File: config.mk
export PLATFORM = sky130hd
export DESIGN_NAME = can_transport_segmenter
export DESIGN_NICKNAME = d
export VERILOG_FILES = /design/src/rtl/core/cts_pkg.sv /design/src/rtl/core/can_transport_segmenter.sv /design/src/rtl/core/cts_frame_builder.sv
export SDC_FILE = /design/constraint.sdc
export NUM_CORES = 1
export LEC_CHECK = 0
export BUFFER_PORTS_ARGS = -buffer_cell sky130_fd_sc_hd__buf_2
export CORE_MARGIN = 2
export CORE_UTILIZATION = 54
export CTS_CLUSTER_SIZE = 24
export DETAILED_ROUTE_END_ITERATION = 8
export PLACE_DENSITY = 0.75
export SKIP_CTS_REPAIR_TIMING = 1
export SLEW_MARGIN = 20
export SYNTH_ARGS = -nofsm -noshare
export SYNTH_HDL_FRONTEND = slang
export SYNTH_SLANG_ARGS = --single-unit
File: constraint.sdc
create_clock -name clk_i -period 6.3 [get_ports clk_i]
set_input_delay 1.26 -clock clk_i [delete_from_list [all_inputs] [get_ports clk_i]]
set_output_delay 1.26 -clock clk_i [all_outputs]
set_load 0.005 [all_outputs]
File: src/rtl/core/cts_pkg.sv
// Shared types and constants for the CAN transport segmenter.
package cts_pkg;

  // Protocol control nibbles and frame sizes
  localparam logic [3:0]  FfPci    = 4'h1;
  localparam logic [3:0]  CfPci    = 4'h2;
  localparam logic [11:0] SfMaxLen = 12'd7;
  localparam logic [11:0] FfData   = 12'd6;
  localparam logic [2:0]  FfFill   = 3'd6;
  localparam logic [2:0]  CfFill   = 3'd7;

  // One incoming payload beat
  typedef struct packed {
    logic [7:0]  payload_byte;
    logic [11:0] message_length;
  } cts_item_t;

  // One outgoing frame beat
  typedef struct packed {
    logic        valid;
    logic [63:0] frame_bytes;
    logic        message_done;
  } cts_frame_t;

endpackage

File: src/rtl/core/can_transport_segmenter.sv
// CAN transport segmenter: ISO-TP style framing of a byte stream into 8-byte CAN frames.
// Takes one payload byte per cycle while the input is not stalled. An accepted byte is
// registered in the input register, then folded into the frame under construction once
// the output register is free or being drained, and a completed frame is then captured
// in the output register. The input stalls only while a registered byte waits behind a
// finished frame that is held in the output register by an output stall. Single, first
// and consecutive frames leave on the beat of the byte that completes them, and
// message_done marks the last frame of a message. A byte that arrives while idle with a
// message length of zero is dropped.
module can_transport_segmenter
  import cts_pkg::*;
(
  input  logic        clk_i,
  input  logic        rst_ni,
  input  logic        in_valid_i,
  output logic        in_stall_o,
  input  logic [7:0]  payload_byte_i,
  input  logic [11:0] message_length_i,
  output logic        out_valid_o,
  input  logic        out_stall_i,
  output logic [63:0] frame_bytes_o,
  output logic        message_done_o
);

  logic       in_valid_q;
  cts_item_t  item_q;
  logic       advance;
  logic       step;
  cts_frame_t frame;
  logic       out_valid_q;
  logic [63:0] frame_bytes_q;
  logic       message_done_q;

  // Advance when the output register is free or being drained
  assign advance    = !out_valid_q || !out_stall_i;
  assign step       = in_valid_q && advance;
  assign in_stall_o = in_valid_q && !advance;

  // Input register
  always_ff @(posedge clk_i or negedge rst_ni) begin
    if (!rst_ni) begin
      in_valid_q <= 1'b0;
    end else if (!in_stall_o) begin
      in_valid_q <= in_valid_i;
    end
  end

  always_ff @(posedge clk_i) begin
    if (in_valid_i && !in_stall_o) begin
      item_q.payload_byte   <= payload_byte_i;
      item_q.message_length <= message_length_i;
    end
  end

  cts_frame_builder u_builder (
    .clk_i   (clk_i),
    .rst_ni  (rst_ni),
    .step_i  (step),
    .item_i  (item_q),
    .frame_o (frame)
  );

  // Output register
  always_ff @(posedge clk_i or negedge rst_ni) begin
    if (!rst_ni) begin
      out_valid_q <= 1'b0;
    end else if (advance) begin
      out_valid_q <= step && frame.valid;
    end
  end

  always_ff @(posedge clk_i) begin
    if (step && frame.valid) begin
      frame_bytes_q  <= frame.frame_bytes;
      message_done_q <= frame.message_done;
    end
  end

  assign out_valid_o    = out_valid_q;
  assign frame_bytes_o  = frame_bytes_q;
  assign message_done_o = message_done_q;

`ifndef SYNTHESIS
  a_no_loss_on_stall: assert property (@(posedge clk_i) disable iff (!rst_ni)
    (out_valid_q && out_stall_i) |-> !step)
    else $error("frame builder stepped while output beat was stalled");
  a_stall_only_when_full: assert property (@(posedge clk_i) disable iff (!rst_ni)
    in_stall_o |-> (in_valid_q && out_valid_q))
    else $error("input stalled with room downstream");
  a_result_lands: assert property (@(posedge clk_i) disable iff (!rst_ni)
    (step && frame.valid) |=> out_valid_q)
    else $error("completed frame did not reach the output register");
`endif

endmodule

File: src/rtl/core/cts_frame_builder.sv
// Segmentation state and frame assembly for one payload beat per cycle when stepped.
module cts_frame_builder
  import cts_pkg::*;
(
  input  logic       clk_i,
  input  logic       rst_ni,
  input  logic       step_i,
  input  cts_item_t  item_i,
  output cts_frame_t frame_o
);

  logic [11:0] bytes_taken_q, bytes_taken_d;
  logic [11:0] held_length_q, held_length_d;
  logic [3:0]  seq_q, seq_d;
  logic [63:0] buf_q, buf_d;
  logic [2:0]  fill_q, fill_d;

  logic        idle;
  logic [11:0] len_eff;
  logic [63:0] buf_base;
  logic [63:0] buf_new;
  logic [2:0]  fill_base;
  logic [3:0]  seq_base;
  logic        single;
  logic        first;
  logic [2:0]  pos;
  logic [2:0]  fill_n;
  logic [11:0] taken_n;
  logic        done;
  logic        complete;

  // Build the frame and work out the next state
  always_comb begin
    idle      = (bytes_taken_q == 12'd0);
    len_eff   = idle ? item_i.message_length : held_length_q;
    fill_base = idle ? 3'd0 : fill_q;
    seq_base  = idle ? 4'd0 : seq_q;
    if (!idle) begin
      buf_base = buf_q;
    end else if (item_i.message_length <= SfMaxLen) begin
      buf_base = {52'd0, item_i.message_length};
    end else begin
      buf_base = {48'd0, item_i.message_length[7:0], FfPci, item_i.message_length[11:8]};
    end
    single = (len_eff <= SfMaxLen);
    first  = !single && (bytes_taken_q < FfData);
    if (!single && !first && (fill_base == 3'd0)) begin
      buf_new = {56'd0, CfPci, seq_base};
    end else begin
      buf_new = buf_base;
    end
    // Drop the byte into its lane
    pos = (first ? 3'd2 : 3'd1) + fill_base;
    for (int k = 0; k < 8; k++) begin
      if (pos == 3'(k)) begin
        buf_new[k*8 +: 8] = buf_new[k*8 +: 8] | item_i.payload_byte;
      end
    end
    fill_n  = fill_base + 3'd1;
    taken_n = bytes_taken_q + 12'd1;
    done    = (taken_n == len_eff);
    if (single) begin
      complete = done;
    end else if (first) begin
      complete = (fill_n == FfFill);
    end else begin
      complete = done || (fill_n == CfFill);
    end

    // Hold by default
    bytes_taken_d = bytes_taken_q;
    held_length_d = held_length_q;
    seq_d         = seq_q;
    buf_d         = buf_q;
    fill_d        = fill_q;
    frame_o.valid        = 1'b0;
    frame_o.frame_bytes  = buf_new;
    frame_o.message_done = done;

    if (step_i && !(idle && (item_i.message_length == 12'd0))) begin
      held_length_d = len_eff;
      bytes_taken_d = taken_n;
      seq_d         = seq_base;
      if (complete) begin
        frame_o.valid = 1'b1;
        buf_d  = 64'd0;
        fill_d = 3'd0;
        if (first) begin
          seq_d = 4'd1;
        end else if (!single) begin
          seq_d = seq_base + 4'd1;
        end
        if (done) begin
          bytes_taken_d = 12'd0;
          held_length_d = 12'd0;
          seq_d         = 4'd0;
        end
      end else begin
        buf_d  = buf_new;
        fill_d = fill_n;
      end
    end
  end

  // Control state
  always_ff @(posedge clk_i or negedge rst_ni) begin
    if (!rst_ni) begin
      bytes_taken_q <= 12'd0;
      held_length_q <= 12'd0;
      seq_q         <= 4'd0;
      buf_q         <= 64'd0;
      fill_q        <= 3'd0;
    end else begin
      bytes_taken_q <= bytes_taken_d;
      held_length_q <= held_length_d;
      seq_q         <= seq_d;
      buf_q         <= buf_d;
      fill_q        <= fill_d;
    end
  end

`ifndef SYNTHESIS
  a_active_has_length: assert property (@(posedge clk_i) disable iff (!rst_ni)
    (bytes_taken_q != 12'd0) |-> (held_length_q != 12'd0 && bytes_taken_q < held_length_q))
    else $error("message in progress without a valid held length");
  a_idle_clean: assert property (@(posedge clk_i) disable iff (!rst_ni)
    (bytes_taken_q == 12'd0) |-> (fill_q == 3'd0 && seq_q == 4'd0 && held_length_q == 12'd0))
    else $error("idle with stale frame state");
  a_fill_bound: assert property (@(posedge clk_i) disable iff (!rst_ni)
    fill_q != CfFill)
    else $error("frame fill reached a full frame without emitting");
  a_done_returns_idle: assert property (@(posedge clk_i) disable iff (!rst_ni)
    (step_i && frame_o.valid && frame_o.message_done) |=> (bytes_taken_q == 12'd0))
    else $error("last frame did not return to idle");
`endif

endmodule
==> flow_summary.yaml <==
finish:
  mostFrequentLayoutCells: "dfrtp_1 (97), buf_2 (89), edfxtp_1 (85), nand3_1 (61), a22o_1 (60)"
  design_area_um2: 10590
  synthToLayoutAreaGrowth_pct: 12.35
  diodes: 0
  final_core_util_pct: 61.64
  final_nets: 910
  final_common_cell: "dfrtp_1"
  drive_gt1_share_pct: 17.98
  nFillCells: 1441
synthesis:
  synth-compound-area-share_pct: 26.09
  synth_edf_count: 85
  yosys-top-cells-area: "edfxtp_1 (27%), dfrtp_1 (26%), a22o_1 (5.6%)"
  synth_cell_types: 57
  synth_fa_ha_area_share_pct: 1.275
  synth.mux.area_fraction_pct: 1.713
  synth_ff_type: "dfrtp_1"
  netlist_instances: 842
  synth_seq_cells: 182
  postSynthAreaPerCell_um2: 11.19
  syn-num-nets: 875
  netlist_area_um2: 9424
  synth_top_area_share_pct: 27.08
  synth-simple-area-share_pct: 11.05
  synth_top_family_by_area: "compound AO/OA/AOI/OAI gates"
  async_flop_share_pct: 53.30
  yosysSeqAreaShare_pct: 52.84
  synth-xor-area-share_pct: 2.416
  yosys_warnings: 0
  yosys.area.top_type: "edfxtp_1"
grt:
  grt_overflow_total: 0
  grt_first_pass_wirelength_um: 40740
  grt_max_degree: 65
  grt_pass1_vias: 7278
  grt.total_usage_pct: 28.77
  grt_antenna_before_repair: 0
pwr:
  p_switching_mw: 1.028
  p_int_mw: 2.113
  p_comb_share_pct: 19.5
  ir_drop_mv: 0.2259
  p_leak_nw: 3.996
  swShare_pct: 32.72
  pwr-share-clk_pct: 34.9
  seqPwrFrac_pct: 45.6
  p_per_area_nw_per_um2: 296.7
  power.total_mw: 3.141
clock_tree:
  cts_buffers: 17
  cts_root_buf: "clkbuf_16"
  h-tree-depth: 4
  cts.sinks: 182
  clk_pin_slew_ns: 0.07
  clock_latency_ns: 0.44
  cts_tree: "done"
  cts_buffer_depth: 2
sta:
  drv_slew: 0
  skew_ns: 0.006960
  finalSetupTns_ns: 0
  fmax_mhz: 197.5
  min_period_ns: 5.064
  setup_violations: 0
  whs_ns: 0.4802
  rsz0062_at_grt: "false"
  hold_viol_final: 0
  timing.final.crit_share_pct: 80.39
  relSlewSlack_pct: 24.37
  worst_slew_pin_slew_ns: 1.134
flow_run:
  drv_cap: 0
worst_setup_path:
  cp-startpoint: "u_builder.bytes_taken_q[4]"
  r2r_end: "frame_bytes_o[53]"
  reg2regPathDepth: 7
  startpoint_type: "flip-flop"
  reg2reg_from: "u_builder.bytes_taken_q[4]"
  cp.required_ns: 6.42
  arrival_ns: 5.18
  cp_max_fo: 56
  crit_end: "frame_bytes_o[53]"
  worstSetupPathType: "reg2reg"
  end_kind: "flip-flop"
  r2r_slack_ns: 1.24
drt:
  drc: 0
  drt_iter0_drc: 1435
  firstDrtPassIters: 6
  wl_per_cell_um: 23.37
  vias: 7869
  final_antenna_net_count: 0
  viasPerCell: 7.057
  drt-total-wl_um: 26060
placement:
  io_buffers: 90
  gp_congestion: 0.9451
  place_area_um2: 9982
  dpl.hpwl_um: 15440
die:
  rows: 48
  start_util_pct: 54.87
  die_x_um: 136.1
  core_area_um2: 17180
  die_h_um: 136.1
  pin_count: 91
  die_area_um2: 18520
worst_hold_path:
  min_path_type: "reg2reg"
run_status:
  outcome: "finished, final reports clean"
[logic make-up after synthesis]
| group | count (synthesis) |
|---|---|
| AOI/OAI and AO/OA | 304 |
| and+or+nand+nor | 202 |
| DFF | 182 |
| buffers and inverters | 103 |
| xor gates and xnor gates | 26 |
| muxes | 16 |
| adders and majority gates | 9 |
[worst max-delay path, stage by stage (launching register included)]
cell	delay, ns
dfrtp_1	0.46
or4_1	0.72
nor4_2	0.83
mux2_2	1.07
nand4_2	0.34
o211a_1	0.37
nor2_4	0.57
buf_12	0.32
[per-layer routing]
layer,part of all wire (%),up-vias,track usage [%]
met5,0,-,0
met4,4.7,0,14.99
met3,9.1,101,6.488
met2,46,507,43.38
met1,41,3800,39.05
li1,-,3461,-
[synth_stat cells, drive strengths merged, types with 5 or more instances]
master,count
a21boi,5
a21oi,9
a22o,60
a32oi,50
a41oi,53
and2,11
and3,9
and4,6
buf,44
clkbuf,50
dfrtp,97
edfxtp,85
ha,8
inv,9
mux2i,15
nand2,57
nand2b,6
nand3,62
nand4,8
nor2,17
nor3,7
o21ai,29
o2bb2ai,14
o31ai,55
or4,8
xnor2,17
xor2,9
[flip-flops by register name, summed over array words and instances (netlist names)]
signal,count
out_valid_o,1
frame_bytes_o,64
u_builder.held_length_q,12
u_builder.bytes_taken_q,12
u_builder.seq_q,4
u_builder.fill_q,3
in_valid_q,1
message_done_o,1
item_q,20
u_builder.buf_q,64
[metrics by stage]
step | setup slack (ns) | instances
after floorplan | 0.6506 | 842
final | 1.236 | 1115
after global routing | 0.9842 | 1115
after global placement | 1.402 | 1083
after detailed placement | 1.335 | 1083
after CTS | 1.311 | 1115
[final cells by class]
class	count	area [µm²]	area share [%]
flip-flops and latches	182	4980	47.03
multi-input cells	557	4046	38.22
repair buffers	110	640.6	6.051
clock buffers	18	439.2	4.148
well taps	225	281.5	2.659
clock inverters	14	166.4	1.572
inverters	9	33.78	0.3191
[how the worst min path moves through the flow]
| stage | from | end | slack, ns | cells after the start |
|---|---|---|---|---|
| after floorplan | u_builder.fill_q[0] | u_builder.fill_q[0] | 0.45 | 2 |
| after global placement | u_builder.buf_q[4] | u_builder.buf_q[4] | 0.46 | 2 |
| after detailed placement | u_builder.buf_q[13] | u_builder.buf_q[13] | 0.47 | 1 |
| after CTS | u_builder.fill_q[1] | u_builder.fill_q[1] | 0.49 | 2 |
| after global routing | u_builder.buf_q[14] | u_builder.buf_q[14] | 0.50 | 1 |
| final | u_builder.fill_q[1] | u_builder.fill_q[1] | 0.48 | 2 |
[power by group through the flow]
| stage | sequential [mW] | clock, mW | combinational [mW] |
|---|---|---|---|
| 6_report | 1.43 | 1.10 | 0.614 |
| 5_1_grt | 1.44 | 1.16 | 0.664 |
| 4_1_cts | 1.43 | 1.11 | 0.599 |
| 3_5_place_dp | 1.45 | 0 | 0.594 |
| 3_3_place_gp | 1.45 | 0 | 0.591 |
| 2_1_floorplan | 1.39 | 0 | 0.469 |
(Power assumes the default switching activity.)
